### src/rtl/pgp_pkg.sv
// Package for the polar Gaussian pair unit: constants, side-band structs and helpers.
// Used by every cell module and by the top level.
`default_nettype none

package pgp_pkg;

	localparam int UNIFORM_BITS_DEF  = 32;
	localparam int OUT_FRAC_BITS_DEF = 26;
	localparam int LOG_STEPS         = 56;
	localparam int ROOT_BITS         = 32;
	localparam int QUO_BITS          = 32;
	localparam int REM_W             = ROOT_BITS + 2;

	localparam logic [63:0] LN2X2_Q62    = 64'h58B9_0BFB_E8E7_BCD6;
	localparam logic [31:0] HALF_RANGE   = 32'h8000_0000;
	localparam logic [63:0] CIRCLE_LIMIT = 64'h4000_0000_0000_0000;

	// Side data carried along the log cells
	typedef struct packed {
		logic [5:0]  msb;
		logic [63:0] rad_norm;
		logic [31:0] vn1;
		logic [31:0] vn2;
		logic        neg1;
		logic        neg2;
	} log_side_t;

	// Side data carried along the root cells
	typedef struct packed {
		logic [31:0] vn1;
		logic [31:0] vn2;
		logic        neg1;
		logic        neg2;
	} root_side_t;

	// Index of the highest set bit
	function automatic logic [5:0] msb_index(input logic [63:0] r);
		logic [5:0] p;
		p = '0;
		for (int i = 0; i < 64; i++) begin
			if (r[i]) p = i[5:0];
		end
		return p;
	endfunction

endpackage

`default_nettype wire

### src/rtl/pgp_root_cell.sv
// One result bit of two square roots, digit by digit; one register stage.
// Depends on pgp_pkg.
`default_nettype none

module pgp_root_cell (
	input  logic                         clk,
	input  logic                         arst_n,
	input  logic                         en,
	input  logic                         in_valid,
	input  pgp_pkg::root_side_t          in_side,
	input  logic [63:0]                  in_rad_a,
	input  logic [pgp_pkg::REM_W-1:0]    in_rem_a,
	input  logic [pgp_pkg::ROOT_BITS-1:0] in_root_a,
	input  logic [63:0]                  in_rad_b,
	input  logic [pgp_pkg::REM_W-1:0]    in_rem_b,
	input  logic [pgp_pkg::ROOT_BITS-1:0] in_root_b,
	output logic                         out_valid,
	output pgp_pkg::root_side_t          out_side,
	output logic [63:0]                  out_rad_a,
	output logic [pgp_pkg::REM_W-1:0]    out_rem_a,
	output logic [pgp_pkg::ROOT_BITS-1:0] out_root_a,
	output logic [63:0]                  out_rad_b,
	output logic [pgp_pkg::REM_W-1:0]    out_rem_b,
	output logic [pgp_pkg::ROOT_BITS-1:0] out_root_b
);
	import pgp_pkg::*;

	localparam int LANE_W = 64 + REM_W + ROOT_BITS;

	logic              v_s1;
	root_side_t        side_s1;
	logic [LANE_W-1:0] lane_a_s1, lane_b_s1;

	// Shift in two radicand bits and try the next root bit
	function automatic logic [LANE_W-1:0] root_step(input logic [63:0] rad,
			input logic [REM_W-1:0] rem, input logic [ROOT_BITS-1:0] root);
		logic [REM_W+1:0] rem2;
		logic [REM_W+1:0] trial;
		logic [REM_W+1:0] diff;
		rem2  = {rem, rad[63:62]};
		trial = {2'b00, root, 2'b01};
		diff  = rem2 - trial;
		if (rem2 >= trial) begin
			return {rad[61:0], 2'b00, diff[REM_W-1:0], root[ROOT_BITS-2:0], 1'b1};
		end
		return {rad[61:0], 2'b00, rem2[REM_W-1:0], root[ROOT_BITS-2:0], 1'b0};
	endfunction

	always_ff @(posedge clk or negedge arst_n) begin
		if (!arst_n) begin
			v_s1 <= 1'b0;
		end else if (en) begin
			v_s1 <= in_valid;
		end
	end

	always_ff @(posedge clk) begin
		if (en) begin
			side_s1   <= in_side;
			lane_a_s1 <= root_step(in_rad_a, in_rem_a, in_root_a);
			lane_b_s1 <= root_step(in_rad_b, in_rem_b, in_root_b);
		end
	end

	assign out_valid = v_s1;
	assign out_side  = side_s1;
	assign {out_rad_a, out_rem_a, out_root_a} = lane_a_s1;
	assign {out_rad_b, out_rem_b, out_root_b} = lane_b_s1;

endmodule

`default_nettype wire

### config.mk
export PLATFORM = sky130hd
export DESIGN_NAME = pgp_root_cell
export DESIGN_NICKNAME = d
export VERILOG_FILES = /design/src/rtl/pgp_pkg.sv /design/src/rtl/pgp_root_cell.sv
export SDC_FILE = /design/constraint.sdc
export NUM_CORES = 1
export LEC_CHECK = 0
export BUFFER_PORTS_ARGS = -buffer_cell sky130_fd_sc_hd__buf_2
export CAP_MARGIN = 20
export CORE_AREA = 2 2 252 254
export DETAILED_ROUTE_END_ITERATION = 8
export DIE_AREA = 0 0 254 256
export PLACE_DENSITY = 0.43
export SLEW_MARGIN = 20
export SYNTH_ARGS = -nofsm -noshare
export SYNTH_HDL_FRONTEND = slang
export SYNTH_SLANG_ARGS = --single-unit
### constraint.sdc
create_clock -name clk -period 1 [get_ports clk]
set_input_delay 0.05 -clock clk [delete_from_list [all_inputs] [get_ports clk]]
set_output_delay 0.05 -clock clk [all_outputs]
set_load 0.03 [all_outputs]
Word level (Yosys, flattened, before mapping)
Index checks and enable logic that the tools add are counted.
{"block": "word_totals", "regBits": 323, "inputBits": 330, "out_inout_bits": 327, "word_cells": 21}
{"block": "op_classes", "n_addsub": 2, "order_cmp": 2, "muxes": 8}
{"op": "130-bit 2-to-1 mux", "n": 4}
{"op": "36-bit by 34-bit greater-or-equal comparator with 1-bit output", "n": 2}
{"op": "34-bit subtractor", "n": 2}
{"op": "1-bit 2-to-1 mux", "n": 4}

Logic depth before layout (Yosys ltp)
Gate-level depths: netlist of run 1.
{"block": "depth", "depth_word": 4, "mapped_depth": 13, "mapped_depth_nobuf": 11}

Worst setup path after synthesis of run 1
OpenSTA, ideal clock, no wires.
{"block": "synth_path", "path_kind": "input to register", "start": "input port in_root_b[23] (netlist bit)", "end": "register lane_b_s1[58] (data pin)", "setup_time_ns": 0.260, "arrival_time_ns": 2.252, "t_required_ns": 0.740, "setup_slack_ns": -1.512, "cell_stages": 12, "n_path_buf": 2, "path_cell_list": "inv_1 ha_1 clkbuf_1 a21o_1 a21o_1 a21oi_2 nor2_1 a2111oi_2 o31ai_2 o21ai_2 buf_6 mux2_2"}
{"block": "synth_between", "elab_chain_len": 4, "elab_cells_between_ends": 6, "cone_classes": "add/sub (1); order compare (1); mux (4)"}
{"item": "start: declaration", "line_no": "pgp_root_cell.sv:16", "text": "input logic [pgp_pkg::ROOT_BITS-1:0] in_root_b,"}
{"item": "36-bit by 34-bit greater-or-equal comparator with 1-bit output", "line_no": "pgp_root_cell.sv:43", "text": "if (rem2 >= trial) begin"}
{"item": "1-bit 2-to-1 mux", "line_no": "pgp_root_cell.sv:43"}
{"item": "1-bit 2-to-1 mux", "line_no": "pgp_root_cell.sv:58", "text": "if (en) begin"}
{"item": "130-bit 2-to-1 mux (*)", "line_no": "pgp_root_cell.sv:46", "text": "return {rad[61:0], 2'b00, rem2[REM_W-1:0], root[ROOT_BITS-2:0], 1'b0};"}
{"item": "end signal: assignment", "line_no": "pgp_root_cell.sv:61", "text": "lane_b_s1 <= root_step(in_rad_b, in_rem_b, in_root_b);"}
{"item": "end: declaration", "line_no": "pgp_root_cell.sv:32", "text": "logic [LANE_W-1:0] lane_a_s1, lane_b_s1;"}
Mark *: on every way between the ends. The rest lies on a longest branch, timed or not. The select of a mux whose other input is x is not followed.
A chain may end at the register's enable or synchronous reset.

Worst setup path after layout of run 1
{"block": "layout_path", "start": "input port in_root_b[8] (netlist bit)", "end": "register lane_b_s1[54] (data pin)"}
Same word-level chain as after synthesis.

==> metrics.txt, run 1 <==
result of the run complete, but fails checks; failing checks setup timing; FF+latch count, synth 323; Post-DP Area 21,700 um^2; WP depth 13; largest stage delay on the critical path 0.33 ns; type of origin of the critical path input port; arrival time reported for the critical path endpoint 2.35 ns; Internal Dissipation 33,000 uW; dominant cells by area after synthesis sky130_fd_sc_hd__edfxtp_1 (66%), sky130_fd_sc_hd__ha_1 (5.8%), sky130_fd_sc_hd__a21oi_1 (2.7%); global-route wire length before repair 87,200 um; worst path cell trace buf_8 -> inv_4 -> ha_4 -> buf_6 -> or3_1 -> o211ai_1 -> a21oi_2 -> buf_4 -> or3_4 -> a31o_4 -> buf_6 -> xor2_1 -> mux2_4; # port buffers 652; global router's overall resource usage 17.6%; Post-Syn Area per Cell 14.3 um^2; instance count after placement with tap cells included 2,794; Pre-Repair DR Iteration Count 4; maximum fanout count along the critical path 3; power per standard cell area 1560 nW/um^2; Std-Cell Core Area 62,400 um^2; CP bufs+invs 5; library cell used as clock root buffer sky130_fd_sc_hd__clkbuf_16; Die Footprint 65,000 um^2; Final Worst Setup Slack -1.05 ns; clock tree from TritonCTS yes; cell at the slowest stage of the critical path sky130_fd_sc_hd__or3_4; length in cells of the worst reg-to-reg path 1; final instance count without filler cells 3,232; Sw Share 29.3%; critical setup path kind input port to register; type of destination of the critical path register; placement row count 92; unrepaired setup endpoints after global routing true; Avg WL per Cell 18.4 um; Pins Over Slew Limit 0; number of buffers between clock root and the deepest sink 3; Post-Synthesis Cells 1,024; residual antenna-violating net count after detailed routing 0; portion of total power attributed to the clock network 32.6%; number of maximum-capacitance violations 0; proportion of power drawn by flip-flops and latches 36.8%; number of clock sinks 323; largest voltage drop on the vdd net 1100 uV; vias after detailed routing 13,600; antenna violations before repair 20; vias in the first global route 14,700; post-synth top area share 66.1%; final critical delay including setup and external delays 2.05 ns; worst clock skew on the final layout 0 ns; commonest register cell after synthesis sky130_fd_sc_hd__edfxtp_1; clock buffers created by TritonCTS 40; Initial DRC Count 616; post-synth cell types 77; gpl congestion 0.824; DRT Wirelength 59,500 um; number of fillers in the final layout 5,585; fraction of the cycle the final worst path needs 205%; Top Ports 657; number of synthesized flops with an enable pin 322; setup violators final 393; Fmax 489 MHz; largest net degree at the start of global routing 38; Post-DP HPWL 43,800 um; Clock Latency Late Sink 0.55 ns; Combinational Power Share 30.6%; Clock transition at path regs 0.06 ns; worst hold path class input port to register; WHS 0.102 ns; worst setup timing slack at the placement stage -1.72 ns; synthesis warning total 0; sum of overflow across all layers after global routing 0; layout cell share with drive strength beyond 1 54.4%; switching power total 13,700 uW; family with the most delay on the worst path simple AND/OR/NAND/NOR gates; post-detailed-route DRC marker count 0; static leakage 0.0128 uW; proportion of synthesized flip-flops having asynchronous set or reset 0.310%; mean number of vias per cell 4.20; H-tree level count 2; number of hold-slack violations in the final timing report 0; horizontal die dimension 254 um; post-layout net count 2,745; proportion of synthesized chip area in sequential cells 66.3%; Initial Util 23.4%; most area-hungry cell type in the Yosys netlist sky130_fd_sc_hd__edfxtp_1; number of stages on the worst hold path 4; library cell appearing most often on the critical path sky130_fd_sc_hd__buf_6; Die Y-Extent 256 um; layout-stage area growth over the synthesis result 104%; Mapped Area 14,600 um^2; final std cell area, no fill 29,900 um^2; CP Data Required Time 1.30 ns; Power, Total 46,700 uW
[logic make-up after synthesis]
group,count (synthesis),synth area share [%]
and+or+nand+nor,178,5.94
other,1,0.0256
adders and majority gates,68,5.82
AOI/OAI and AO/OA,232,11.1
DFF,323,66.3
buffers and inverters,118,3.67
muxes,45,3.60
xor gates and xnor gates,59,3.53
[layout make-up]
class                   instances  area, um^2  area share, %
diodes                         11        27.5         0.0922
clock buffers                  49        1060           3.57
clock inverters                21         295          0.989
inverters                      89         382           1.28
multi-input cells             586        5770           19.3
flip-flops and latches        323        9690           32.5
well taps                     846        1060           3.54
repair buffers               1307       11600           38.8
[registers in the layout, summed over array words and instances (netlist names)]
signal and count:
lane_a_s1 128, lane_b_s1 128, out_valid 1, out_side 66
[per-layer routing]
metal  share of wire, %  GRT usage [%]
met4                3.1           6.54
met3                6.8           5.04
met2                 51           31.1
met1                 39           20.0
met5               0.17              0
[power groups by stage]
stage / combinational (uW) / sequential, uW / clock (uW)
3_3_place_gp: 10700 / 17100 / 0
3_5_place_dp: 10700 / 17100 / 0
2_1_floorplan: 3260 / 19800 / 0
6_report: 14300 / 17200 / 15200
5_1_grt: 15100 / 17300 / 16200
4_1_cts: 14100 / 17200 / 15700
[timing repair]
| item | CTS | global route |
|---|---|---|
| hold buffers | 326 | 0 |
| resized for setup | 843 | 75 |
| endpoints found under the hold margin | 395 | 0 |
| gates cloned | 7 | 1 |
| endpoints found under the setup margin | 393 | 393 |
| pin swaps | 58 | 43 |
| buffers inserted | 18 | 10 |
[worst min-delay path, delay by kind of cell]
kind,cells,cell delay (ns)
adder cells (fa/ha/maj),1,0.16
XOR/XNOR,1,0.09
buffers and inverters,1,0.12
AO/OA/AOI/OAI,1,0.13
[path summary, 6_finish.rpt]
| kind | start | slack, ns | end |
|---|---|---|---|
| max | in_root_b[8] | -1.05 | lane_b_s1[54] |
| min in group asynchronous | arst_n | 0.34 | out_valid |
| max in group asynchronous | arst_n | 0.55 | out_valid |
| min | in_rem_a[12] | 0.10 | lane_a_s1[46] |
| max reg2reg | out_valid | 0.24 | out_valid |
| min reg2reg | out_valid | 0.54 | out_valid |
[per-stage QoR]
step                utilization, %  TNS (ns)
global route                  47.9   -134.37
finish                        47.9   -113.16
CTS                           47.3   -124.05
floorplan                        -    -86.61
detailed placement            34.7   -112.76
global placement              34.7   -110.94
[cell usage in the layout, fill, tap and decap left out, drive strengths merged, types with 41 or more instances in the layout]
cell type / netlist / routed
buf: 20 / 980
dlygate4sd3: 0 / 326
edfxtp: 322 / 322
inv: 89 / 92
a21oi: 88 / 88
ha: 68 / 68
nor2: 65 / 65
clkbuf: 9 / 50
mux2: 43 / 43
o21ai: 41 / 41
[Yosys cell counts, types with 4 or more instances]
master	number
sky130_fd_sc_hd__mux2_2	7
sky130_fd_sc_hd__xnor2_1	40
sky130_fd_sc_hd__mux2_4	6
sky130_fd_sc_hd__inv_1	89
sky130_fd_sc_hd__o21bai_1	9
sky130_fd_sc_hd__buf_2	6
sky130_fd_sc_hd__and2_1	5
sky130_fd_sc_hd__nand4_1	14
sky130_fd_sc_hd__nand2b_1	8
sky130_fd_sc_hd__or3_1	4
sky130_fd_sc_hd__nand2_1	37
sky130_fd_sc_hd__nor2b_1	8
sky130_fd_sc_hd__a31oi_1	5
sky130_fd_sc_hd__o211ai_1	6
sky130_fd_sc_hd__o21ai_0	25
sky130_fd_sc_hd__and3_1	4
sky130_fd_sc_hd__nor3_1	7
sky130_fd_sc_hd__xor2_1	19
sky130_fd_sc_hd__o21a_1	6
sky130_fd_sc_hd__o21ai_1	13
sky130_fd_sc_hd__a21oi_2	10
sky130_fd_sc_hd__edfxtp_1	322
sky130_fd_sc_hd__nor2_1	64
sky130_fd_sc_hd__buf_4	8
sky130_fd_sc_hd__a21o_1	32
sky130_fd_sc_hd__ha_1	68
sky130_fd_sc_hd__mux2_1	30
sky130_fd_sc_hd__nand3_1	12
sky130_fd_sc_hd__clkbuf_1	9
sky130_fd_sc_hd__a21oi_1	78
Power figures use the tool's default switching activity.
==> run 2: changes to the inputs <==
--- a/config.mk
+++ b/config.mk
@@ -7,10 +7,10 @@
 export LEC_CHECK = 0
 export BUFFER_PORTS_ARGS = -buffer_cell sky130_fd_sc_hd__buf_2
 export CAP_MARGIN = 20
-export CORE_AREA = 2 2 252 254
+export CORE_AREA = 2 2 255 257
 export DETAILED_ROUTE_END_ITERATION = 8
-export DIE_AREA = 0 0 254 256
-export PLACE_DENSITY = 0.43
+export DIE_AREA = 0 0 257 259
+export PLACE_DENSITY = 0.42
 export SLEW_MARGIN = 20
 export SYNTH_ARGS = -nofsm -noshare
 export SYNTH_HDL_FRONTEND = slang
==> run 2 against run 1 <==
The flow still finishes with violations (setup timing). Global-route usage shrank 0.50 points. Critical path depth shrank 1. Maximum frequency grew 2.5%. Clock power shrank 7%. Sequential share of layout area grew 0.40 points. Sequential cell count is the same. Routed wire length shrank 0.37%. Combinational power is essentially flat. Critical endpoint unchanged. Largest cell class unchanged.
==> metrics.txt, run 2 (synthesis gave the netlist of run 1 again) <==
result of the run complete, but fails checks (unchanged); failing checks setup timing (unchanged); number of hold-slack violations in the final timing report 0 (unchanged); Clock Latency Late Sink 0.55 ns (about the same); Pre-Repair DR Iteration Count 5 (was 4); final critical delay including setup and external delays 2.00 ns (was 2.05 ns); mean number of vias per cell 4.17 (was 4.20); unrepaired setup endpoints after global routing true (unchanged); Die Y-Extent 259 um (was 256 um); horizontal die dimension 257 um (was 254 um); largest voltage drop on the vdd net 1080 uV (was 1100 uV); number of fillers in the final layout 5,737 (was 5,585); setup violators final 393 (unchanged); antenna violations before repair 16 (was 20); worst hold path class input port to register (unchanged); type of destination of the critical path register (unchanged); most common library cell in the layout ignoring fill and taps sky130_fd_sc_hd__buf_6 (unchanged); Avg WL per Cell 18.4 um (about the same); arrival time reported for the critical path endpoint 2.30 ns (was 2.35 ns); Initial Util 22.9% (was 23.4%); clock buffers created by TritonCTS 39 (was 40); DRT Wirelength 59,300 um (was 59,500 um); Pins Over Slew Limit 0 (unchanged); number of maximum-capacitance violations 0 (unchanged); Final Worst Setup Slack -0.996 ns (was -1.05 ns); CP Data Required Time 1.30 ns (about the same); placement row count 93 (was 92); Power, Total 45,600 uW (was 46,700 uW); gpl congestion 0.817 (was 0.824); Fmax 501 MHz (was 489 MHz); post-layout net count 2,723 (was 2,745); layout cell share with drive strength beyond 1 53.7% (was 54.4%); vias in the first global route 14,600 (was 14,700); H-tree level count 2 (unchanged); transition time at the pin with the least slew margin 0.553 ns; layout-stage area growth over the synthesis result 102% (was 104%); residual antenna-violating net count after detailed routing 0 (unchanged); number of clock sinks 323 (unchanged); clock tree from TritonCTS yes (unchanged); # port buffers 652 (unchanged); largest net degree at the start of global routing 39 (was 38); commonest cells after routing, fill and taps aside sky130_fd_sc_hd__buf_6 (344), sky130_fd_sc_hd__dlygate4sd3_1 (324), sky130_fd_sc_hd__edfxtp_1 (322), sky130_fd_sc_hd__buf_2 (309), sky130_fd_sc_hd__buf_4 (275) (was sky130_fd_sc_hd__buf_6 (344), sky130_fd_sc_hd__dlygate4sd3_1 (326), sky130_fd_sc_hd__edfxtp_1 (322), sky130_fd_sc_hd__buf_2 (306), sky130_fd_sc_hd__buf_4 (295)); worst max-slew margin expressed relative to the limit 62.5%; critical setup path kind input port to register (unchanged); Initial DRC Count 740 (was 616); vias after detailed routing 13,400 (was 13,600); global router's overall resource usage 17.1% (was 17.6%); static leakage 0.0126 uW (was 0.0128 uW); fraction of the cycle the final worst path needs 200% (was 205%); Std-Cell Core Area 63,900 um^2 (was 62,400 um^2); Fin Setup TNS -108.70 ns (was -113.16 ns); type of origin of the critical path input port (unchanged); library cell used as clock root buffer sky130_fd_sc_hd__clkbuf_16 (unchanged); global-route wire length before repair 87,400 um (was 87,200 um); maximum fanout count along the critical path 3 (unchanged); post-detailed-route DRC marker count 0 (unchanged); Post-DP HPWL 44,200 um (was 43,800 um); power per standard cell area 1550 nW/um^2 (was 1560 nW/um^2); number of buffers between clock root and the deepest sink 3 (unchanged); Top Ports 657 (unchanged); Clock transition at path regs 0.06 ns (about the same); worst clock skew on the final layout 0 ns (unchanged); Die Footprint 66,600 um^2 (was 65,000 um^2); sum of overflow across all layers after global routing 0 (unchanged)
[run 2: cell count changes in the layout (fill, tap and decap cells not counted), sizes merged]
cell | before | now
bufinv | 6 | 4
clkbuf | 50 | 48
dlygate4sd3 | 326 | 324
clkinv | 10 | 12
buf | 980 | 962
clkinvlp | 2 | 4
diode | 11 | 5
inv | 92 | 91
[run 2: critical path, cell delays in order]
cell and delay (ns):
sky130_fd_sc_hd__buf_8 0.10, sky130_fd_sc_hd__inv_4 0.05, sky130_fd_sc_hd__ha_4 0.19, sky130_fd_sc_hd__or3_1 0.31, sky130_fd_sc_hd__o211ai_1 0.19, sky130_fd_sc_hd__a21oi_2 0.12
sky130_fd_sc_hd__buf_4 0.16, sky130_fd_sc_hd__or3_4 0.33, sky130_fd_sc_hd__a31o_4 0.27, sky130_fd_sc_hd__buf_6 0.12, sky130_fd_sc_hd__xor2_2 0.13, sky130_fd_sc_hd__mux2_4 0.26
[run 2: metrics by stage]
step / setup slack [ns] / instances / instance area, um^2 / util, % / hold WS [ns]
CTS: -0.965 / 3204 / 29200 / 45.7 / 0.0121
finish: -0.996 / 3214 / 29500 / 46.2 / 0.0347
floorplan: -1.36 / 1027 / 15200 / - / -0.246
detailed placement: -1.74 / 2793 / 21600 / 33.8 / -0.167
global placement: -1.77 / 2793 / 21600 / 33.8 / -0.170
global route: -1.06 / 3214 / 29500 / 46.2 / 0.0250
[run 2: report_power, final]
group	switching (uW)	internal (uW)
clock	5830	8390
sequential	686	16500
combinational	6960	7180
[run 2: worst paths after layout]
kind,end,slack (ns),start,cells past startpoint
max in group asynchronous,out_valid,0.57,arst_n,3
worst max-delay path,lane_b_s1[54],-1.0,in_root_b[8],12
worst max register to register,out_valid,0.20,out_valid,1
min in group asynchronous,out_valid,0.33,arst_n,3
worst min-delay path,lane_a_s1[47],0.03,in_rem_a[13],4
worst min register to register,out_valid,0.59,out_valid,1
[run 2: layout make-up]
| class | count | area [um^2] | area share (%) |
|---|---|---|---|
| antenna | 5 | 12.5 | 0.0424 |
| clock buffer | 48 | 1030 | 3.49 |
| clock inverter | 22 | 234 | 0.793 |
| inverter | 89 | 382 | 1.29 |
| multi-input combinational | 586 | 5690 | 19.3 |
| sequential | 323 | 9690 | 32.9 |
| tap | 855 | 1070 | 3.63 |
| timing repair buffer | 1286 | 11400 | 38.6 |
[run 2: per-layer routing]
metal | GRT usage (%) | vias up | part of all wire (%)
met5 | 0 | - | 0.18
met4 | 4.99 | 18 | 2.5
met3 | 4.70 | 91 | 6.3
met2 | 31.0 | 414 | 52
met1 | 19.7 | 6420 | 39
li1 | - | 6447 | -
[run 2: timing repair]
item,4_1_cts,5_1_grt
gates resized for setup,820,75
hold buffers,324,0
pin swaps,57,28
cloned,4,0
buffers inserted,14,6
endpoints found under the setup margin,393,393
hold endpoints to repair,328,0
