## config.mk

```make
export PLATFORM = sky130hd
export DESIGN_NAME = pgp_div_cell
export DESIGN_NICKNAME = d
export VERILOG_FILES = /design/src/rtl/pgp_pkg.sv /design/src/rtl/pgp_div_cell.sv
export SDC_FILE = /design/constraint.sdc
export NUM_CORES = 1
export LEC_CHECK = 0
export BUFFER_PORTS_ARGS = -buffer_cell sky130_fd_sc_hd__buf_2
export CORE_AREA = 3 3 185 187
export DETAILED_ROUTE_END_ITERATION = 8
export DIE_AREA = 0 0 188 190
export GPL_ROUTABILITY_DRIVEN = 0
export SKIP_CTS_REPAIR_TIMING = 1
export SYNTH_ARGS = -nofsm -noshare
export SYNTH_HDL_FRONTEND = slang
export SYNTH_SLANG_ARGS = --single-unit
```

## constraint.sdc

```tcl
create_clock -name clk -period 0.8 [get_ports clk]
set_input_delay 0.16 -clock clk [delete_from_list [all_inputs] [get_ports clk]]
set_output_delay 0.16 -clock clk [all_outputs]
set_load 0.02 [all_outputs]
```

## src/rtl/pgp_pkg.sv

```systemverilog
// Package for the polar Gaussian pair unit: constants, side-band structs and helpers.
// Used by every cell module and by the top level.
`default_nettype none

package pgp_pkg;

	localparam int UNIFORM_BITS_DEF  = 32;
	localparam int OUT_FRAC_BITS_DEF = 26;
	localparam int LOG_STEPS         = 56;
	localparam int ROOT_BITS         = 32;
	localparam int QUO_BITS          = 32;
	localparam int REM_W             = ROOT_BITS + 2;

	localparam logic [63:0] LN2X2_Q62    = 64'h58B9_0BFB_E8E7_BCD6;
	localparam logic [31:0] HALF_RANGE   = 32'h8000_0000;
	localparam logic [63:0] CIRCLE_LIMIT = 64'h4000_0000_0000_0000;

	// Side data carried along the log cells
	typedef struct packed {
		logic [5:0]  msb;
		logic [63:0] rad_norm;
		logic [31:0] vn1;
		logic [31:0] vn2;
		logic        neg1;
		logic        neg2;
	} log_side_t;

	// Side data carried along the root cells
	typedef struct packed {
		logic [31:0] vn1;
		logic [31:0] vn2;
		logic        neg1;
		logic        neg2;
	} root_side_t;

	// Index of the highest set bit
	function automatic logic [5:0] msb_index(input logic [63:0] r);
		logic [5:0] p;
		p = '0;
		for (int i = 0; i < 64; i++) begin
			if (r[i]) p = i[5:0];
		end
		return p;
	endfunction

endpackage

`default_nettype wire

```

## src/rtl/pgp_div_cell.sv

```systemverilog
// One quotient bit of two restoring divisions by a shared divisor; one register stage.
// Depends on pgp_pkg.
`default_nettype none

module pgp_div_cell #(
	parameter int DW = 34
) (
	input  logic                        clk,
	input  logic                        arst_n,
	input  logic                        en,
	input  logic                        in_valid,
	input  logic [1:0]                  in_neg,
	input  logic [DW-1:0]               in_den,
	input  logic [31:0]                 in_num_a,
	input  logic [DW-1:0]               in_rem_a,
	input  logic [pgp_pkg::QUO_BITS-1:0] in_quo_a,
	input  logic                        in_sat_a,
	input  logic [31:0]                 in_num_b,
	input  logic [DW-1:0]               in_rem_b,
	input  logic [pgp_pkg::QUO_BITS-1:0] in_quo_b,
	input  logic                        in_sat_b,
	output logic                        out_valid,
	output logic [1:0]                  out_neg,
	output logic [DW-1:0]               out_den,
	output logic [31:0]                 out_num_a,
	output logic [DW-1:0]               out_rem_a,
	output logic [pgp_pkg::QUO_BITS-1:0] out_quo_a,
	output logic                        out_sat_a,
	output logic [31:0]                 out_num_b,
	output logic [DW-1:0]               out_rem_b,
	output logic [pgp_pkg::QUO_BITS-1:0] out_quo_b,
	output logic                        out_sat_b
);
	import pgp_pkg::*;

	localparam int LANE_W = 32 + DW + QUO_BITS;

	logic              v_s1;
	logic [1:0]        neg_s1;
	logic [DW-1:0]     den_s1;
	logic              sat_a_s1, sat_b_s1;
	logic [LANE_W-1:0] lane_a_s1, lane_b_s1;

	// Bring down one numerator bit and subtract where it fits
	function automatic logic [LANE_W-1:0] div_step(input logic [31:0] num,
			input logic [DW-1:0] rem, input logic [QUO_BITS-1:0] quo,
			input logic [DW-1:0] den);
		logic [DW:0] remx;
		logic [DW:0] diff;
		remx = {rem, num[31]};
		diff = remx - {1'b0, den};
		if (remx >= {1'b0, den}) begin
			return {num[30:0], 1'b0, diff[DW-1:0], quo[QUO_BITS-2:0], 1'b1};
		end
		return {num[30:0], 1'b0, remx[DW-1:0], quo[QUO_BITS-2:0], 1'b0};
	endfunction

	always_ff @(posedge clk or negedge arst_n) begin
		if (!arst_n) begin
			v_s1 <= 1'b0;
		end else if (en) begin
			v_s1 <= in_valid;
		end
	end

	always_ff @(posedge clk) begin
		if (en) begin
			neg_s1    <= in_neg;
			den_s1    <= in_den;
			sat_a_s1  <= in_sat_a;
			sat_b_s1  <= in_sat_b;
			lane_a_s1 <= div_step(in_num_a, in_rem_a, in_quo_a, in_den);
			lane_b_s1 <= div_step(in_num_b, in_rem_b, in_quo_b, in_den);
		end
	end

	assign out_valid = v_s1;
	assign out_neg   = neg_s1;
	assign out_den   = den_s1;
	assign out_sat_a = sat_a_s1;
	assign out_sat_b = sat_b_s1;
	assign {out_num_a, out_rem_a, out_quo_a} = lane_a_s1;
	assign {out_num_b, out_rem_b, out_quo_b} = lane_b_s1;

endmodule

`default_nettype wire

```

After elaboration in Yosys (flattened, before gate mapping) --
Cells that the tools add are included.
Storage, ports and cells: register bits after elaboration 233, input port bits 238, output and inout port bits 235, logic and storage cells 21
Operators by class: add/subtract/negate cells 2, order comparisons 2, multiplexer cells 8
Operator list (count):
- 98-bit 2-to-1 mux | 4
- 35-bit by 34-bit >= comparator with 1-bit output | 2
- 34-bit subtractor | 2
- 1-bit 2-to-1 mux | 4

Longest topological paths before layout --
Gate-level depths: netlist (run 1).
word-level depth 4, depth in mapped cells 14, mapped depth without buffers 12

Worst setup path after synthesis (run 1) --
OpenSTA, ideal clock, no wires.
kind input port to flip-flop, start input port in_den[16], end register lane_a_s1[57], data pin, setup time 260 ps, data arrival time 2810 ps, data required time 540 ps, slack -2270 ps, stages on the path 11, buffers on the path 1, path through inv_1 ha_1 a21o_1 a21o_1 a2111oi_4 a31oi_1 a211o_2 a21o_1 a31oi_4 buf_6 mux2_2
Between the ends: word-level cells in the longest chain between the ends 4, elaborated cells on any way between the ends 6, those cells by class add/sub: 1; order compare: 1; mux: 4
Ends and longest elaborated chain:
- from (decl) | line pgp_div_cell.sv:13 | input logic [DW-1:0] in_den,
- 35-bit by 34-bit >= comparator with 1-bit output | line pgp_div_cell.sv:52 | if (remx >= {1'b0, den}) begin
- 1-bit 2-to-1 mux | line pgp_div_cell.sv:52
- 1-bit 2-to-1 mux | line pgp_div_cell.sv:67 | if (en) begin
- 98-bit 2-to-1 mux * | line pgp_div_cell.sv:55 | return {num[30:0], 1'b0, remx[DW-1:0], quo[QUO_BITS-2:0], 1'b0};
- to (signal assigned) | line pgp_div_cell.sv:72 | lane_a_s1 <= div_step(in_num_a, in_rem_a, in_quo_a, in_den);
- to (decl) | line pgp_div_cell.sv:42 | logic [LANE_W-1:0] lane_a_s1, lane_b_s1;
Mark *: on every way between the ends. The rest lies on a longest branch, timed or not. The select of a mux whose other input is x is not followed. A chain may end at the register's enable or synchronous reset.

Worst setup path after layout (run 1) --
start input port in_num_a[31], end register lane_a_s1[60], data pin
Between the ends: word-level cells in the longest chain between the ends 4, elaborated cells on any way between the ends 6, those cells by class add/sub: 1; order compare: 1; mux: 4
Ends and longest elaborated chain:
- from (decl) | line pgp_div_cell.sv:14 | input logic [31:0] in_num_a,
- 35-bit by 34-bit >= comparator with 1-bit output | line pgp_div_cell.sv:52
- 1-bit 2-to-1 mux | line pgp_div_cell.sv:52
- 1-bit 2-to-1 mux | line pgp_div_cell.sv:67
- 98-bit 2-to-1 mux * | line pgp_div_cell.sv:55
Marks and branches as above.

==> results of run 1 <==
-- worst max-delay path: stages --
cell and delay (ns):
sky130_fd_sc_hd__buf_6 0.10, sky130_fd_sc_hd__inv_4 0.05, sky130_fd_sc_hd__ha_4 0.12, sky130_fd_sc_hd__inv_2 0.04
sky130_fd_sc_hd__fa_2 0.38, sky130_fd_sc_hd__a211oi_4 0.27, sky130_fd_sc_hd__o21ai_2 0.11, sky130_fd_sc_hd__a311oi_2 0.39
sky130_fd_sc_hd__nor2_4 0.11, sky130_fd_sc_hd__a211oi_4 0.26, sky130_fd_sc_hd__nor3_2 0.08, sky130_fd_sc_hd__or4_4 0.52
sky130_fd_sc_hd__mux2_4 0.28
-- report_power, final --
| group | switching [uW] | internal (uW) | leakage [uW] |
|---|---|---|---|
| Combinational | 6580 | 7020 | 0.00714 |
| Sequential | 603 | 15000 | 0.00228 |
| Clock | 5490 | 8740 | 0.000492 |
| Total | 12700 | 30800 | 0.00991 |
-- worst max-delay path by stage --
| stage | from | to | slack, ns | cells past startpoint |
|---|---|---|---|---|
| after global placement | in_den[8] | lane_a_s1[56] | -2.40 | 12 |
| after CTS | in_den[8] | lane_a_s1[56] | -1.85 | 12 |
| after detailed placement | in_den[8] | lane_a_s1[56] | -2.41 | 12 |
| after floorplan | in_rem_a[15] | lane_a_s1[37] | -2.03 | 10 |
| after global routing | in_num_a[31] | lane_a_s1[60] | -1.81 | 13 |
| final | in_num_a[31] | lane_a_s1[60] | -1.77 | 13 |
-- Yosys cell counts, types with 3 or more instances --
master and n:
sky130_fd_sc_hd__o21bai_1 7, sky130_fd_sc_hd__o211ai_1 9, sky130_fd_sc_hd__o311ai_0 3, sky130_fd_sc_hd__nor3_1 18
sky130_fd_sc_hd__mux2i_1 4, sky130_fd_sc_hd__a311oi_1 3, sky130_fd_sc_hd__a21o_1 35, sky130_fd_sc_hd__a31oi_1 7
sky130_fd_sc_hd__nand4_1 13, sky130_fd_sc_hd__or3_1 3, sky130_fd_sc_hd__nor2_1 71, sky130_fd_sc_hd__a31o_2 5
sky130_fd_sc_hd__and4_1 4, sky130_fd_sc_hd__clkbuf_1 18, sky130_fd_sc_hd__a211oi_1 7, sky130_fd_sc_hd__a2111oi_0 6
sky130_fd_sc_hd__o31ai_1 4, sky130_fd_sc_hd__mux2_2 38, sky130_fd_sc_hd__inv_1 58, sky130_fd_sc_hd__nand3_1 19
sky130_fd_sc_hd__or2_2 4, sky130_fd_sc_hd__ha_1 68, sky130_fd_sc_hd__o21a_1 7, sky130_fd_sc_hd__edfxtp_1 232
sky130_fd_sc_hd__nor4_1 6, sky130_fd_sc_hd__nand2_1 70, sky130_fd_sc_hd__and3_1 3, sky130_fd_sc_hd__o21ai_0 44
sky130_fd_sc_hd__buf_6 3, sky130_fd_sc_hd__a21oi_1 87, sky130_fd_sc_hd__nor2b_1 3, sky130_fd_sc_hd__xnor2_1 32
sky130_fd_sc_hd__xor2_1 20, sky130_fd_sc_hd__buf_2 5, sky130_fd_sc_hd__nand2b_1 6, sky130_fd_sc_hd__and2_1 3
-- cells by family (layout without fill, tap and decap cells) --
| group | after synthesis | after routing | synth area share |
|---|---|---|---|
| muxes | 42 | 42 | 0.0395 |
| other | 1 | 9 | 0.000317 |
| adders and majority gates | 70 | 70 | 0.0753 |
| xor gates and xnor gates | 52 | 52 | 0.0385 |
| DFF | 233 | 233 | 0.591 |
| and+or+nand+nor | 230 | 230 | 0.0899 |
| AOI/OAI and AO/OA | 246 | 246 | 0.135 |
| buffers and inverters | 86 | 1102 | 0.0303 |
-- stage by stage --
| step | instance area, um2 | hold WS [ns] | utilization |
|---|---|---|---|
| after CTS | 18100 | -0.661 | 0.555 |
| final | 22400 | -0.0224 | 0.687 |
| after detailed placement | 17100 | -0.0636 | 0.523 |
| after floorplan | 12100 | -0.136 | - |
| after global routing | 22400 | -0.00638 | 0.687 |
| after global placement | 17100 | -0.0652 | 0.523 |
-- routing by layer --
layer / global-route usage / vias to the layer above / wire [um]
met4: 0.0825 / 8 / 2340
met1: 0.252 / 5843 / 18800
li1: - / 5630 / -
met2: 0.414 / 516 / 26500
met3: 0.0568 / 131 / 3180
met5: 0 / - / 62
-- layout make-up --
type                    instances  share of cell area
multi-input cells             642               0.238
repair buffers                993               0.367
diodes                          7            0.000782
clock inverters                21              0.0145
well taps                     442              0.0247
clock buffers                  30              0.0316
flip-flops and latches        233               0.312
inverters                      58              0.0112
-- state kept, by name, summed over array words and instances, names as in the netlist --
| register | count |
|---|---|
| out_den | 34 |
| lane_b_s1 | 97 |
| out_valid | 1 |
| lane_a_s1 | 97 |
| out_sat_b | 1 |
| out_sat_a | 1 |
| out_neg | 2 |
==> results.rst, run 1 <==
.. list-table::
   :header-rows: 1

   * - Metric
     - Value
   * - Run status
     - finished with violations
   * - Violated checks
     - hold timing, setup timing
   * - Hold Startpoint
     - in_rem_b[8]
   * - Total Die Area
     - 35700 um2
   * - Count of unresolved DRC violations after routing
     - 0
   * - H-tree Lvls
     - 1
   * - Final hold slack
     - -0.0224 ns
   * - Std-Cell Rows
     - 66
   * - CP Launch Type
     - input pin
   * - Power density over the cells
     - ~1900 nW/um2
   * - Cell count after placement
     - 2126
   * - Count of flip-flops with a built-in enable after synthesis
     - 232
   * - GRT Residual Overflow
     - 0
   * - Leakage component of the power
     - 0.00991 uW
   * - Share of the yosys chip area belonging to registers
     - 0.591
   * - Wire length of the first global-routing pass
     - a little over 60000 um
   * - Min-Delay Endpoint
     - lane_b_s1[41]
   * - Cell type with the largest total area after synthesis
     - sky130_fd_sc_hd__edfxtp_1
   * - TritonCTS clock tree
     - done
   * - Number of antenna violations at the first check in global routing
     - 11
   * - Async SR Flop Fraction
     - 0.00429
   * - Via density per instance
     - 5.00
   * - Worst slew margin relative to its limit
     - 0.572
   * - DR WL/cell
     - 21.0 um
   * - Final Setup Violations
     - 306
   * - Synth-to-layout area growth
     - 89.4%
   * - Initial Utilization
     - 0.363
   * - Chip height
     - 190 um
   * - Least-Margin Pin Slew
     - 0.635 ns
   * - Total Negative Setup Slacks
     - -220.35 ns
   * - Required time of the worst setup path
     - 1.11 ns
   * - Cell types with the largest area share after synthesis
     - sky130_fd_sc_hd__edfxtp_1 59%, sky130_fd_sc_hd__ha_1 7.2%, sky130_fd_sc_hd__a21oi_1 3.7%
   * - Area of all sequential standard cells
     - about 7000 um2
   * - Setup slack of the most critical reg-to-reg path
     - -0.01 ns
   * - Maximum count of clock buffers along a single path
     - 3
   * - Place WS
     - -2.41 ns
   * - Crit path DAT
     - 2.88 ns
   * - Most common cell after layout, fill and taps aside
     - sky130_fd_sc_hd__buf_2
   * - Sort of element at the end of the critical path
     - flop
   * - Worst reg2reg path endpoint
     - out_valid
   * - Clock period minus final worst setup slack
     - 2.57 ns
   * - Synth Cell Area
     - ~12000 um2
   * - Commonest cells after routing, fill and taps aside
     - 289 x sky130_fd_sc_hd__buf_2, 278 x sky130_fd_sc_hd__buf_4, 232 x sky130_fd_sc_hd__edfxtp_1
   * - IR drop worst, VDD
     - 1770 uV
   * - Dominant synthesized flop cell
     - sky130_fd_sc_hd__edfxtp_1
   * - Overall power
     - around 43000 uW
   * - Port Buf Inserts
     - 468
   * - Yosys warning count
     - 0
   * - Total number of vias
     - 12128
   * - Maximum number of pins on one net before global-route repair
     - 32
   * - Worst-case reg-to-reg path depth
     - 1
   * - Inserted Clock Buffers
     - 28
   * - Yosys reg bits
     - 233
   * - Hold path cells
     - 3
   * - Via count of the first global-routing pass
     - 10827
   * - Clock-pin slew on the worst setup and hold paths
     - 0.06 ns
   * - Worst clock skew on the final layout
     - 0 ns
   * - Hold/Removal Path Class
     - in -> reg
   * - Pre-Repair DR Iteration Count
     - 5
   * - Drt first-iter violations
     - 733
   * - Number of maximum-capacitance violations
     - 0
   * - Core Area
     - approximately 33000 um2
   * - Top-area cell type share of the netlist area
     - 0.589
   * - Total I/O pin count
     - 473
   * - Remaining number of nets flagged by the antenna check after routing
     - 0
   * - Share of post-route cells with drive strength above 1
     - 0.503
   * - Combined area of the multi-input logic cells
     - 5340 um2
   * - Post-route non-filler standard cell count
     - 2426
   * - Worst-path maximum fanout
     - 4
   * - Average footprint of a synthesized cell
     - 12.3 um2
   * - Count of unique library cells instantiated by Yosys
     - 64
   * - Timing-limited maximum frequency
     - 0.389 GHz
   * - Type of the setup path with the least slack
     - in -> reg
   * - Number of standard cells after synthesis
     - 960
   * - Clock Sink Count
     - 233
   * - Tcrit/Tclk final
     - 3.21
   * - Max Slew Vio Count
     - 0
   * - Detailed-route wire length
     - 50900 um
   * - Latest clock arrival within the worst-skew pair
     - roughly 0.55 ns
   * - Final count of hold timing violations
     - 2
   * - Cell at the root of the clock tree
     - sky130_fd_sc_hd__clkbuf_16
   * - Die boundary width
     - 188 um
   * - NumNets Final
     - 2264
   * - Detailed-placement wirelength estimate
     - ~35000 um
   * - Filler Cells Inserted
     - 2252
   * - Startpoint of the worst register-to-register path
     - out_valid
   * - Final setup slack of the worst path
     - -1.77 ns
   * - Aggregate global-route resource usage
     - 0.225
   * - Unrepaired setup endpoints after global routing
     - yes
(Power assumes the default switching activity.)
==> run 2, diff against run 1 <==
Settings changed: ABC_AREA from default to 1, CORE_AREA 3 3 185 187 to 3 3 184 186, DIE_AREA 0 0 188 190 to 0 0 187 189, PLACE_DENSITY from default to 0.66, SKIP_CTS_REPAIR_TIMING 1 to default.
==> results.rst, run 2 <==
.. list-table::
   :header-rows: 1

   * - Metric
     - Value
   * - TritonCTS clock tree
     - done
   * - Core Area
     - 32500 um2
   * - Number of antenna violations at the first check in global routing
     - 3
   * - Initial Utilization
     - 0.399
   * - Via density per instance
     - between 5 and 6
   * - Commonest cells after routing, fill and taps aside
     - 441 x sky130_fd_sc_hd__nand2_1, 304 x sky130_fd_sc_hd__buf_4, 251 x sky130_fd_sc_hd__buf_2
   * - Worst-path maximum fanout
     - 5
   * - Drt first-iter violations
     - 1349
   * - GRT Residual Overflow
     - 0
   * - Detailed-route wire length
     - about 62000 um
   * - Max Slew Vio Count
     - 0
   * - Yosys reg bits
     - 233
   * - Share of the yosys chip area belonging to registers
     - 0.541
   * - Final hold slack
     - 0.0160 ns
   * - Pre-Repair DR Iteration Count
     - 5
   * - Async SR Flop Fraction
     - 0.00429
   * - Clock period minus final worst setup slack
     - approximately 1.7 ns
   * - Crit path DAT
     - 1.98 ns
   * - Number of maximum-capacitance violations
     - 0
   * - Cell type with the largest total area after synthesis
     - sky130_fd_sc_hd__edfxtp_1
   * - DR WL/cell
     - 20.7 um
   * - Aggregate global-route resource usage
     - 0.326
   * - Hold/Removal Path Class
     - in -> reg
   * - Count of unresolved DRC violations after routing
     - 0
   * - Net Sw Frac
     - 0.322
   * - Clock Power Share
     - 0.282
   * - Total Negative Setup Slacks
     - -160.93 ns
   * - Leading cell types by count after synthesis
     - 590 x sky130_fd_sc_hd__nand2_1, 232 x sky130_fd_sc_hd__edfxtp_1, 216 x sky130_fd_sc_hd__inv_1
   * - Timing-limited maximum frequency
     - 0.594 GHz
   * - Total Die Area
     - 35300 um2
   * - Yosys warning count
     - 0
   * - Violated checks
     - setup timing
   * - Wire length of the first global-routing pass
     - 89300 um
   * - Count of flip-flops with a built-in enable after synthesis
     - ~230
   * - Clock Sink Count
     - 233
   * - CP Launch Type
     - input pin
   * - Clock-pin slew on the worst setup and hold paths
     - 0.06 ns
   * - Sort of element at the end of the critical path
     - flop
   * - Tcrit/Tclk final
     - 2.10
   * - Unrepaired setup endpoints after global routing
     - yes
   * - Std-Cell Rows
     - 66
   * - Count of unique library cells instantiated by Yosys
     - 30
   * - NumNets Final
     - 2823
   * - Cell at the root of the clock tree
     - sky130_fd_sc_hd__clkbuf_16
   * - Final count of hold timing violations
     - 0
   * - Cell types with the largest area share after synthesis
     - sky130_fd_sc_hd__edfxtp_1 54%, sky130_fd_sc_hd__nand2_1 17%, sky130_fd_sc_hd__ha_1 6.6%
   * - Most common cell after layout, fill and taps aside
     - sky130_fd_sc_hd__nand2_1
   * - Worst clock skew on the final layout
     - 0 ns
   * - Total number of vias
     - 15044
   * - Maximum count of clock buffers along a single path
     - 3
   * - Portion of total power attributed to combinational logic
     - 0.356
   * - Leakage component of the power
     - between 0.01 and 0.015 uW
   * - Place WS
     - -1.47 ns
   * - Share of post-route cells with drive strength above 1
     - 0.481
   * - Run status
     - finished with violations
   * - Synth-to-layout area growth
     - 92.1%
   * - Top-area cell type share of the netlist area
     - 0.539
   * - Dominant synthesized flop cell
     - sky130_fd_sc_hd__edfxtp_1
   * - Required time of the worst setup path
     - 1.10 ns
   * - Remaining number of nets flagged by the antenna check after routing
     - 0
   * - Setup slack of the most critical reg-to-reg path
     - 0 ns
   * - Internal power summed over all cells
     - 29300 uW
   * - Detailed-placement wirelength estimate
     - 41500 um
   * - H-tree Lvls
     - 1
   * - Sequential share of power
     - 0.362
   * - Maximum number of pins on one net before global-route repair
     - 34
   * - Total I/O pin count
     - 473
   * - Port Buf Inserts
     - 468
   * - Die boundary width
     - around 190 um
   * - Final cell area excluding filler cells
     - between 20000 and 25000 um2
   * - Power density over the cells
     - 1740 nW/um2
   * - Inserted Clock Buffers
     - 26
   * - Latest clock arrival within the worst-skew pair
     - between 0.5 and 0.6 ns
   * - IR drop worst, VDD
     - 1550 uV
   * - Final Setup Violations
     - 303
   * - Chip height
     - 189 um
   * - Via count of the first global-routing pass
     - between 15000 and 20000
   * - Number of standard cells after synthesis
     - 1487
   * - Most frequent cell after synthesis
     - sky130_fd_sc_hd__nand2_1
   * - Synth Cell Area
     - 12900 um2
   * - Cell area after placement
     - 18400 um2
   * - Final setup slack of the worst path
     - -0.883 ns
   * - Type of the setup path with the least slack
     - in -> reg
   * - Average footprint of a synthesized cell
     - 8.70 um2
   * - Overall power
     - approximately 43000 uW
   * - P_sw
     - approximately 14000 uW
[run 2: cell types whose count changed after synthesis, sizes merged, moves of 13 or more]
| cell | delta |
|---|---|
| xnor2 | -28 |
| mux2 | -37 |
| clkbuf | -18 |
| inv | +178 |
| nor2 | +45 |
| a21oi | -32 |
| o21ai | -21 |
| nand3 | +45 |
| nand2 | +527 |
| a21o | -35 |
| nand3b | +13 |
[run 2: per-layer routing]
metal  vias up  wire [um]  track usage
met5         -          0            0
met1      7109      22800        0.380
met2       863      30600        0.593
met4         0       4090        0.147
met3       229       4120       0.0489
li1       6843          -            -
[run 2: kinds of logic after synthesis]
group | Yosys count | synth area share
mux | 1 | 0.000871
simple gates | 810 | 0.252
compound gates | 85 | 0.0341
xor+xnor | 36 | 0.0244
other cells | 1 | 0.000290
flops | 233 | 0.541
buf+inv | 251 | 0.0790
fa+ha+maj | 70 | 0.0689
[run 2: critical path: stages]
cell and delay, ns:
sky130_fd_sc_hd__buf_8 0.08, sky130_fd_sc_hd__clkinvlp_4 0.13, sky130_fd_sc_hd__ha_4 0.30, sky130_fd_sc_hd__nand2_4 0.11, sky130_fd_sc_hd__inv_6 0.05, sky130_fd_sc_hd__nand2_4 0.10, sky130_fd_sc_hd__inv_2 0.05, sky130_fd_sc_hd__nand2_2 0.09
sky130_fd_sc_hd__nand3_4 0.12, sky130_fd_sc_hd__nand2_4 0.10, sky130_fd_sc_hd__nand2_4 0.06, sky130_fd_sc_hd__nand2_4 0.09, sky130_fd_sc_hd__nand2_8 0.09, sky130_fd_sc_hd__buf_12 0.16, sky130_fd_sc_hd__clkbuf_16 0.16, sky130_fd_sc_hd__nand2_2 0.05
sky130_fd_sc_hd__nand2_1 0.05
[run 2: worst paths after layout]
path                         startpoint       endpoint  cells after the start
min in group asynchronous        arst_n      out_valid                      3
max in group asynchronous        arst_n      out_valid                      3
setup / recovery             in_den[10]  lane_a_s1[41]                     17
setup reg to reg              out_valid      out_valid                      1
hold / removal             in_rem_a[26]  lane_a_s1[59]                      4
hold reg to reg               out_valid      out_valid                      1
[run 2: power groups by stage]
stage | registers (uW) | clock network [uW] | logic (uW)
CTS | 15500 | 12200 | 14200
finish | 15600 | 12100 | 15400
global placement | 15500 | 0 | 10700
detailed placement | 15500 | 0 | 10800
floorplan | 17100 | 0 | 3940
global route | 15700 | 12700 | 16200
[run 2: final cells by class]
cell class	instances	area, um2
clock inverters	16	170
repair buffers	1012	8660
fillers	2010	7610
flip-flops and latches	233	6990
diodes	3	7.51
well taps	442	553
inverters	237	1010
multi-input cells	1004	6770
clock buffers	31	669
repair inverters	1	11.3
[run 2: metrics by stage]
step / instances / util
2_1_floorplan: 1488 / -
4_1_cts: 2966 / 0.742
5_1_grt: 2977 / 0.765
3_3_place_gp: 2652 / 0.568
6_report: 2979 / 0.765
3_5_place_dp: 2652 / 0.568
[run 2: repair_timing]
item                                    4_1_cts  5_1_grt
hold endpoints to repair                    229        0
resized for setup                           636      209
pin swaps                                    51       43
cloned                                        6        1
endpoints found under the setup margin      303      423
hold buffers                                222        0
buffers inserted                             39       11
